`config.mk`:
```
export PLATFORM = sky130hd
export DESIGN_NAME = multi_channel_interval_timer_top
export DESIGN_NICKNAME = d
export VERILOG_FILES = /design/src/rtl/mcit_pkg.sv /design/src/rtl/mcit_div.sv /design/src/rtl/multi_channel_interval_timer_top.sv
export SDC_FILE = /design/constraint.sdc
export NUM_CORES = 2
export LEC_CHECK = 0
export ABC_AREA = 1
export BUFFER_PORTS_ARGS = -buffer_cell sky130_fd_sc_hd__buf_2
export CORE_MARGIN = 3
export CORE_UTILIZATION = 30
export DETAILED_ROUTE_END_ITERATION = 7
export GPL_TIMING_DRIVEN = 0
export SLEW_MARGIN = 0
export SYNTH_ARGS = -nofsm -noshare
export SYNTH_HDL_FRONTEND = slang
export SYNTH_SLANG_ARGS = --single-unit
export TNS_END_PERCENT = 100
```
`constraint.sdc`:
```
create_clock -name clk -period 11.1 [get_ports clk]
set_clock_uncertainty 0.05 [all_clocks]
set_input_delay 1.665 -clock clk [delete_from_list [all_inputs] [get_ports clk]]
set_output_delay 1.665 -clock clk [all_outputs]
set_load 0.05 [all_outputs]
```
`src/rtl/mcit_pkg.sv`:
```
// Package with the shared types and constants of the interval timer bank.
`default_nettype none
package mcit_pkg;

    localparam int TIMER_COUNT = 8;
    localparam int TIDX_W = (TIMER_COUNT > 1) ? $clog2(TIMER_COUNT) : 1;
    localparam int DIV_STEPS = 32;
    localparam int DCNT_W = $clog2(DIV_STEPS + 1);

    localparam logic [2:0] OP_TICK   = 3'd0;
    localparam logic [2:0] OP_ARM    = 3'd1;
    localparam logic [2:0] OP_ADD    = 3'd2;
    localparam logic [2:0] OP_PERIOD = 3'd3;
    localparam logic [2:0] OP_READ   = 3'd4;
    localparam logic [2:0] OP_ADDEXP = 3'd5;

    typedef enum logic [2:0] {
        ST_IDLE,
        ST_READ,
        ST_EVAL,
        ST_DIV,
        ST_OPREAD,
        ST_OPEVAL
    } state_t;

    typedef struct packed {
        logic        run;
        logic [31:0] rem;
        logic [31:0] per;
        logic [31:0] cnt;
    } entry_t;

    typedef struct packed {
        logic        start;
        logic [31:0] dividend;
        logic [31:0] divisor;
    } div_req_t;

    typedef struct packed {
        logic        done;
        logic [31:0] quot;
        logic [31:0] rmd;
    } div_rsp_t;

endpackage
`default_nettype wire

```
`src/rtl/mcit_div.sv`:
```
// Iterative restoring divider, one quotient bit per cycle.
`default_nettype none
module mcit_div (
    input  wire logic              clk,
    input  wire logic              rst_n,
    input  wire mcit_pkg::div_req_t req,
    output mcit_pkg::div_rsp_t     rsp
);

    logic [31:0]               r_reg, r_next;
    logic [31:0]               q_reg, q_next;
    logic [31:0]               d_reg, d_next;
    logic [mcit_pkg::DCNT_W-1:0] cnt_reg, cnt_next;
    logic                      busy_reg, busy_next;
    logic                      done_reg, done_next;
    logic [32:0]               r_sh;
    logic [32:0]               diff;

    always_comb
    begin
        r_sh = {r_reg, q_reg[31]};
        diff = r_sh - {1'b0, d_reg};
        r_next = r_reg;
        q_next = q_reg;
        d_next = d_reg;
        cnt_next = cnt_reg;
        busy_next = busy_reg;
        done_next = 1'b0;
        if (req.start)
        begin
            r_next = '0;
            q_next = req.dividend;
            d_next = req.divisor;
            cnt_next = '0;
            busy_next = 1'b1;
        end
        else if (busy_reg)
        begin
            if (!diff[32])
            begin
                r_next = diff[31:0];
                q_next = {q_reg[30:0], 1'b1};
            end
            else
            begin
                r_next = r_sh[31:0];
                q_next = {q_reg[30:0], 1'b0};
            end
            cnt_next = cnt_reg + 1'b1;
            if (cnt_reg == mcit_pkg::DCNT_W'(mcit_pkg::DIV_STEPS - 1))
            begin
                busy_next = 1'b0;
                done_next = 1'b1;
            end
        end
    end

    always_ff @(posedge clk or negedge rst_n)
    begin
        if (!rst_n)
        begin
            busy_reg <= 1'b0;
            done_reg <= 1'b0;
            cnt_reg <= '0;
        end
        else
        begin
            busy_reg <= busy_next;
            done_reg <= done_next;
            cnt_reg <= cnt_next;
        end
    end

    always_ff @(posedge clk)
    begin
        r_reg <= r_next;
        q_reg <= q_next;
        d_reg <= d_next;
    end

    assign rsp.done = done_reg;
    assign rsp.quot = q_reg;
    assign rsp.rmd = r_reg;

`ifndef SYNTH
    a_start_idle: assert property (@(posedge clk) disable iff (!rst_n)
        req.start |-> !busy_reg)
        else $error("divider started while busy");
    a_done_after_busy: assert property (@(posedge clk) disable iff (!rst_n)
        $rose(done_reg) |-> $past(busy_reg))
        else $error("divider done without work");
    a_done_pulse: assert property (@(posedge clk) disable iff (!rst_n)
        done_reg |=> !done_reg)
        else $error("divider done held");
`endif

endmodule
`default_nettype wire

```
`src/rtl/multi_channel_interval_timer_top.sv`:
```
// Top level of the interval timer bank: timer memory, sequencer and result register.
// Each accepted beat steps through every timer, reading its entry and then evaluating it, and runs
// the catch-up divider for each timer that expires with a nonzero period; it then reads and updates
// the addressed timer and loads the result beat. A new beat is taken only in idle, once the last
// result is loaded; catch-up division, the single memory port and a stalled result beat delay it.
// Reset clears the sequencer, the result valid flag and the entry valid bits, so timers read idle.
`default_nettype none
module multi_channel_interval_timer_top (
    input  wire logic        clk,
    input  wire logic        rst_n,
    input  wire logic        in_valid,
    output logic             in_stall,
    input  wire logic [2:0]  operation,
    input  wire logic [2:0]  timer_index,
    input  wire logic [31:0] elapsed_cycles,
    input  wire logic [31:0] amount,
    input  wire logic [31:0] period_value,
    output logic             out_valid,
    input  wire logic        out_stall,
    output logic [31:0]      expiry_count
);

    mcit_pkg::state_t state_reg, state_next;
    mcit_pkg::entry_t mem [mcit_pkg::TIMER_COUNT];
    mcit_pkg::entry_t rd_data_reg;
    mcit_pkg::entry_t ent;
    mcit_pkg::entry_t wr_data;
    mcit_pkg::div_req_t div_req;
    mcit_pkg::div_rsp_t div_rsp;

    logic [mcit_pkg::TIMER_COUNT-1:0] valid_reg;
    logic        rd_vld_reg;
    logic [mcit_pkg::TIDX_W-1:0] tidx_reg;
    logic [2:0]  op_reg;
    logic [2:0]  idx_reg;
    logic [31:0] elapsed_reg;
    logic [31:0] amount_reg;
    logic [31:0] period_reg;
    logic        out_valid_reg;
    logic [31:0] out_count_reg;

    logic        rd_en;
    logic [mcit_pkg::TIDX_W-1:0] rd_addr;
    logic        wr_en;
    logic [mcit_pkg::TIDX_W-1:0] wr_addr;
    logic        step_done;
    logic        out_load;
    logic [31:0] out_value;
    logic [31:0] idx_wide;
    logic [mcit_pkg::TIDX_W-1:0] idx_addr;
    logic        idx_ok;
    logic [31:0] sum;
    logic        last_timer;

    assign idx_wide = 32'(idx_reg);
    assign idx_addr = idx_wide[mcit_pkg::TIDX_W-1:0];
    assign idx_ok = idx_wide < 32'(mcit_pkg::TIMER_COUNT);
    assign ent = rd_vld_reg ? rd_data_reg : '0;
    assign sum = ent.rem + amount_reg;
    assign last_timer = tidx_reg == mcit_pkg::TIDX_W'(mcit_pkg::TIMER_COUNT - 1);

    mcit_div u_div (
        .clk   (clk),
        .rst_n (rst_n),
        .req   (div_req),
        .rsp   (div_rsp)
    );

    always_comb
    begin
        state_next = state_reg;
        case (state_reg)
            mcit_pkg::ST_IDLE:
            begin
                if (in_valid)
                begin
                    state_next = mcit_pkg::ST_READ;
                end
            end
            mcit_pkg::ST_READ:
            begin
                state_next = mcit_pkg::ST_EVAL;
            end
            mcit_pkg::ST_EVAL, mcit_pkg::ST_DIV:
            begin
                if (div_req.start)
                begin
                    state_next = mcit_pkg::ST_DIV;
                end
                else if (step_done)
                begin
                    state_next = last_timer ? mcit_pkg::ST_OPREAD : mcit_pkg::ST_READ;
                end
            end
            mcit_pkg::ST_OPREAD:
            begin
                state_next = mcit_pkg::ST_OPEVAL;
            end
            mcit_pkg::ST_OPEVAL:
            begin
                if (out_load)
                begin
                    state_next = mcit_pkg::ST_IDLE;
                end
            end
            default:
            begin
                state_next = mcit_pkg::ST_IDLE;
            end
        endcase
    end

    always_comb
    begin
        in_stall = 1'b1;
        rd_en = 1'b0;
        rd_addr = tidx_reg;
        wr_en = 1'b0;
        wr_addr = tidx_reg;
        wr_data = ent;
        step_done = 1'b0;
        out_load = 1'b0;
        out_value = '0;
        div_req.start = 1'b0;
        div_req.dividend = elapsed_reg - ent.rem;
        div_req.divisor = ent.per;
        case (state_reg)
            mcit_pkg::ST_IDLE:
            begin
                in_stall = 1'b0;
            end
            mcit_pkg::ST_READ:
            begin
                rd_en = 1'b1;
            end
            mcit_pkg::ST_EVAL:
            begin
                if (!ent.run)
                begin
                    step_done = 1'b1;
                end
                else if (ent.rem > elapsed_reg)
                begin
                    wr_en = 1'b1;
                    wr_data.rem = ent.rem - elapsed_reg;
                    step_done = 1'b1;
                end
                else if (ent.per == '0)
                begin
                    wr_en = 1'b1;
                    wr_data.cnt = ent.cnt + 32'd1;
                    wr_data.run = 1'b0;
                    wr_data.rem = '0;
                    step_done = 1'b1;
                end
                else
                begin
                    div_req.start = 1'b1;
                end
            end
            mcit_pkg::ST_DIV:
            begin
                if (div_rsp.done)
                begin
                    wr_en = 1'b1;
                    wr_data.cnt = ent.cnt + div_rsp.quot + 32'd1;
                    wr_data.rem = ent.per - div_rsp.rmd;
                    step_done = 1'b1;
                end
            end
            mcit_pkg::ST_OPREAD:
            begin
                rd_en = 1'b1;
                rd_addr = idx_addr;
            end
            mcit_pkg::ST_OPEVAL:
            begin
                wr_addr = idx_addr;
                if (!(out_valid_reg && out_stall))
                begin
                    out_load = 1'b1;
                    wr_en = idx_ok;
                    case (op_reg)
                        mcit_pkg::OP_ARM:
                        begin
                            wr_data.rem = amount_reg;
                            wr_data.per = period_reg;
                            wr_data.cnt = '0;
                            wr_data.run = 1'b1;
                        end
                        mcit_pkg::OP_ADD:
                        begin
                            wr_data.rem = (sum < amount_reg) ? 32'hFFFF_FFFF : sum;
                        end
                        mcit_pkg::OP_PERIOD:
                        begin
                            wr_data.per = amount_reg;
                        end
                        mcit_pkg::OP_READ:
                        begin
                            wr_data.cnt = '0;
                            out_value = idx_ok ? ent.cnt : '0;
                        end
                        mcit_pkg::OP_ADDEXP:
                        begin
                            wr_data.cnt = ent.cnt + amount_reg;
                        end
                        default:
                        begin
                            wr_en = 1'b0;
                        end
                    endcase
                end
            end
            default:
            begin
                in_stall = 1'b1;
            end
        endcase
    end

    always_ff @(posedge clk)
    begin
        if (wr_en)
        begin
            mem[wr_addr] <= wr_data;
        end
        if (rd_en)
        begin
            rd_data_reg <= mem[rd_addr];
        end
    end

    always_ff @(posedge clk or negedge rst_n)
    begin
        if (!rst_n)
        begin
            state_reg <= mcit_pkg::ST_IDLE;
            valid_reg <= '0;
            rd_vld_reg <= 1'b0;
            tidx_reg <= '0;
            out_valid_reg <= 1'b0;
        end
        else
        begin
            state_reg <= state_next;
            if (wr_en)
            begin
                valid_reg[wr_addr] <= 1'b1;
            end
            if (rd_en)
            begin
                rd_vld_reg <= valid_reg[rd_addr];
            end
            if (state_reg == mcit_pkg::ST_IDLE)
            begin
                tidx_reg <= '0;
            end
            else if (step_done && !last_timer)
            begin
                tidx_reg <= tidx_reg + 1'b1;
            end
            if (out_load)
            begin
                out_valid_reg <= 1'b1;
            end
            else if (!out_stall)
            begin
                out_valid_reg <= 1'b0;
            end
        end
    end

    always_ff @(posedge clk)
    begin
        if (in_valid && !in_stall)
        begin
            op_reg <= operation;
            idx_reg <= timer_index;
            elapsed_reg <= elapsed_cycles;
            amount_reg <= amount;
            period_reg <= period_value;
        end
        if (out_load)
        begin
            out_count_reg <= out_value;
        end
    end

    assign out_valid = out_valid_reg;
    assign expiry_count = out_count_reg;

`ifndef SYNTH
    a_stall_idle: assert property (@(posedge clk) disable iff (!rst_n)
        !in_stall |-> state_reg == mcit_pkg::ST_IDLE)
        else $error("input taken outside idle");
    a_div_from_eval: assert property (@(posedge clk) disable iff (!rst_n)
        div_req.start |-> state_reg == mcit_pkg::ST_EVAL)
        else $error("divider started outside evaluation");
    a_out_from_op: assert property (@(posedge clk) disable iff (!rst_n)
        out_load |-> state_reg == mcit_pkg::ST_OPEVAL && !(out_valid_reg && out_stall))
        else $error("result loaded over a pending beat");
    a_no_rw_clash: assert property (@(posedge clk) disable iff (!rst_n)
        !(rd_en && wr_en))
        else $error("memory read and write in one cycle");
`endif

endmodule
`default_nettype wire
```
==> results.sh <==
export IMPL_dr_max_layer_used="met4"
export IMPL_cpLargestDelayFamily="buffers and inverters"
export IMPL_routed_wl_met2_mm=112
export IMPL_endpoint_kind="flop"
export IMPL_die_area_um2=208000
export IMPL_setup_viol=0
export IMPL_p_sw_share_pct=46.2
export IMPL_p_total_mw=18.9
export IMPL_slowest_delay_ns=0.84
export IMPL_fin_cells=9437
export IMPL_met3WireLength_mm=18.9
export IMPL_seq_area_frac_synth_pct=55.0
export IMPL_grt_start_max_net_pins=54
export IMPL_vdd_ir_drop_max_uv=143
export IMPL_cp_common_cell="nand2_1"
export IMPL_place_inst=9220
export IMPL_dpl_hpwl_mm=197
export IMPL_status="finished, final reports clean"
export IMPL_ios=140
export IMPL_grt_antenna_before_repair=11
export IMPL_gp_congestion=1.03
export IMPL_drtIter0Drc=5908
export IMPL_insertion_delay_ns=0.81
export IMPL_cts_resized=0
export IMPL_via_per_inst=5.37
export IMPL_worstSetupStartpointType="flop"
export IMPL_htreeDepth=3
export IMPL_worst_pin_slew_ns=1.29
export IMPL_crit_path_max_fanout=10
export IMPL_dp_slack_ns=2.19
export IMPL_clkPwrFrac_pct=20.8
export IMPL_grt_util_all_layers_pct=23.1
export IMPL_maxCapViolations=0
export IMPL_finalMaxSlewViolations=0
export IMPL_async_flop_share_pct=2.13
export IMPL_syn_area_um2=60700
export IMPL_period_share_pct=81.4
export IMPL_ys_types=61
export IMPL_fmaxAchievable_mhz=111
export IMPL_cp_required_ns=11.46
export IMPL_via_count=50705
export IMPL_combinationalPowerShare_pct=47.2
export IMPL_row_count=164
export IMPL_holdBufCountCts=0
export IMPL_leakage_nw=27.1
export IMPL_final_layout_size_suffix_gt1_share_pct=7.39
export IMPL_synth_seq_cells=1127
export IMPL_critical_path_slowest_cell="buf_1"
export IMPL_critPathKind="reg2reg"
export IMPL_fin_crit_ns=9.04
export IMPL_setup_ws_ns=2.06
export IMPL_drtAntennaViolNets=0
export IMPL_synth_edff_count=1071
export IMPL_tritoncts="done"
export IMPL_clkTransAtPathRegs_ns=0.07
export IMPL_ys_warn_count=0
export IMPL_drt_wl_total_mm=249
export IMPL_p_per_area_nw_per_um2=272
export IMPL_grt_overflow=0
export IMPL_syn2layout_area_growth_pct=14.3
export IMPL_route_detailed_drc=0
export IMPL_worst_hold_slack_ns=0.411
export IMPL_rsz0062_at_grt="no"
export IMPL_start_util_pct=30.3
export IMPL_synth_flop_cell="edfxtp_1"
export IMPL_grt_pass1_wl_mm=350
export IMPL_die_h_um=456
export IMPL_final_common_cell="edfxtp_1"
export IMPL_synth_nets=6739
export IMPL_cts_root_buf="clkbuf_16"
export IMPL_layout_common_cells="1071 x edfxtp_1, 985 x nand2_1, 713 x nor2_1, 710 x o21ai_0, 638 x inv_1"
export IMPL_dr_pass1_iters=6
export IMPL_grt_pass1_vias=47914
export IMPL_clock_sinks=1127
export IMPL_crit_buf_inv=9
export IMPL_drt_wirelength_per_cell_um=26.4
export IMPL_hold_viol_final=0
export IMPL_p_int_mw=10.2
export IMPL_cts_max_path_buffers=3
export IMPL_fin_nets=7029
export IMPL_syn_instance_count=6389
export IMPL_die_w_um=456
export IMPL_switchingPower_mw=8.73
export IMPL_min_path_type="reg2reg"
export IMPL_core_area_um2=200000
export IMPL_drt_met1_wl_mm=104
export IMPL_slew_headroom_pct=12.9
export IMPL_avgSynthCellArea_um2=9.50
export IMPL_numCtsBuffers=113
export IMPL_seq_power_share_pct=32.0
export IMPL_postCtsSetupRepairBufs=0
export IMPL_arrival_ns=9.40
export IMPL_port_buffers=139
export IMPL_largest_reg_flops=776
-- cell usage after synthesis (4+ instances only) --
cell type | instances | share of area, %
buf_2 | 19 | 0.16
buf_4 | 9 | 0.11
clkbuf_1 | 205 | 1.3
o21ai_0 | 710 | 5.9
dfrtp_1 | 24 | 0.99
nor3_1 | 48 | 0.40
a21o_1 | 23 | 0.28
a21oi_2 | 20 | 0.29
nand3_1 | 238 | 2.0
nand3b_1 | 23 | 0.28
ha_1 | 240 | 4.9
a22oi_1 | 38 | 0.47
nand2_1 | 986 | 6.1
xor2_1 | 90 | 1.3
a31oi_1 | 119 | 1.2
o22ai_1 | 147 | 1.5
clkinv_1 | 5 | 0.031
inv_1 | 639 | 4.0
o21ai_1 | 15 | 0.12
a211oi_1 | 5 | 0.062
or2_1 | 7 | 0.072
a21oi_1 | 421 | 3.5
nand2_4 | 9 | 0.17
o21bai_1 | 226 | 2.8
nor4_1 | 15 | 0.15
or2_2 | 23 | 0.24
nor2_2 | 6 | 0.062
buf_6 | 7 | 0.13
buf_1 | 6 | 0.037
fa_1 | 4 | 0.13
nor2_1 | 723 | 4.5
nand2_2 | 15 | 0.15
o221ai_1 | 14 | 0.20
inv_2 | 6 | 0.037
nand4_1 | 63 | 0.65
clkbuf_2 | 5 | 0.041
xnor2_1 | 34 | 0.49
o21a_1 | 11 | 0.14
dfxtp_1 | 32 | 1.1
edfxtp_1 | 1071 | 53
a21boi_0 | 14 | 0.17
o211ai_1 | 41 | 0.51
-- power by group through the flow --
| stage | clock network (mW) | logic [mW] | registers (mW) |
|---|---|---|---|
| 6_report | 3.92 | 8.92 | 6.04 |
| 5_1_grt | 4.16 | 9.59 | 6.05 |
| 4_1_cts | 3.98 | 8.72 | 6.03 |
| 3_5_place_dp | 0 | 8.66 | 6.10 |
| 3_3_place_gp | 0 | 8.59 | 6.17 |
| 2_1_floorplan | 0 | 5.33 | 5.86 |
-- metal layers --
layer	up-vias	global-route usage, %
met4	0	12.1
met2	2393	36.3
li1	23153	-
met5	-	0
met3	414	3.12
met1	24745	31.1
-- logic make-up after synthesis --
kind of cell	Yosys count	share of synthesized area (%)
and+or+nand+nor	2167	14.9
AOI/OAI and AO/OA	1824	17.4
DFF	1127	55.0
buffers and inverters	903	5.81
adders and majority gates	244	5.08
xor gates and xnor gates	124	1.79
-- metrics by stage --
step                      utilization [%]  cell area, um^2  setup TNS, ns
after floorplan                         -            60700              0
after global placement               32.3            64700       -2578.23
after detailed placement             32.7            65600              0
after CTS                            34.6            69400              0
after global routing                 34.6            69400              0
final                                34.6            69400              0
-- final timing paths --
kind / slack [ns] / start / end / depth (start not counted)
max reg2reg: 2.06 / rd_vld_reg$_DFFE_PN0P_ / mem[3][78]$_DFFE_PP_ / 30
max: 2.06 / rd_vld_reg$_DFFE_PN0P_ / mem[3][78]$_DFFE_PP_ / 30
min in group asynchronous: 0.88 / rst_n / out_valid$_DFFE_PN0P_ / 1
min reg2reg: 0.41 / valid_reg[6]$_DFFE_PN0P_ / valid_reg[6]$_DFFE_PN0P_ / 1
min: 0.41 / valid_reg[6]$_DFFE_PN0P_ / valid_reg[6]$_DFFE_PN0P_ / 1
max in group asynchronous: 9.56 / rst_n / u_div.cnt_reg[3]$_DFFE_PN0P_ / 1
-- cell type report --
class | instances | area, um^2
plain buffers | 253 | 1100
inverters | 650 | 2440
diodes | 2 | 5.00
flip-flops and latches | 1127 | 33400
clock inverters | 79 | 811
well taps | 2656 | 3320
fillers | 20309 | 131000
clock buffers | 136 | 2980
multi-input cells | 4359 | 23900
repair buffers | 175 | 1450
No activity file was read; power rests on OpenSTA's default activity.
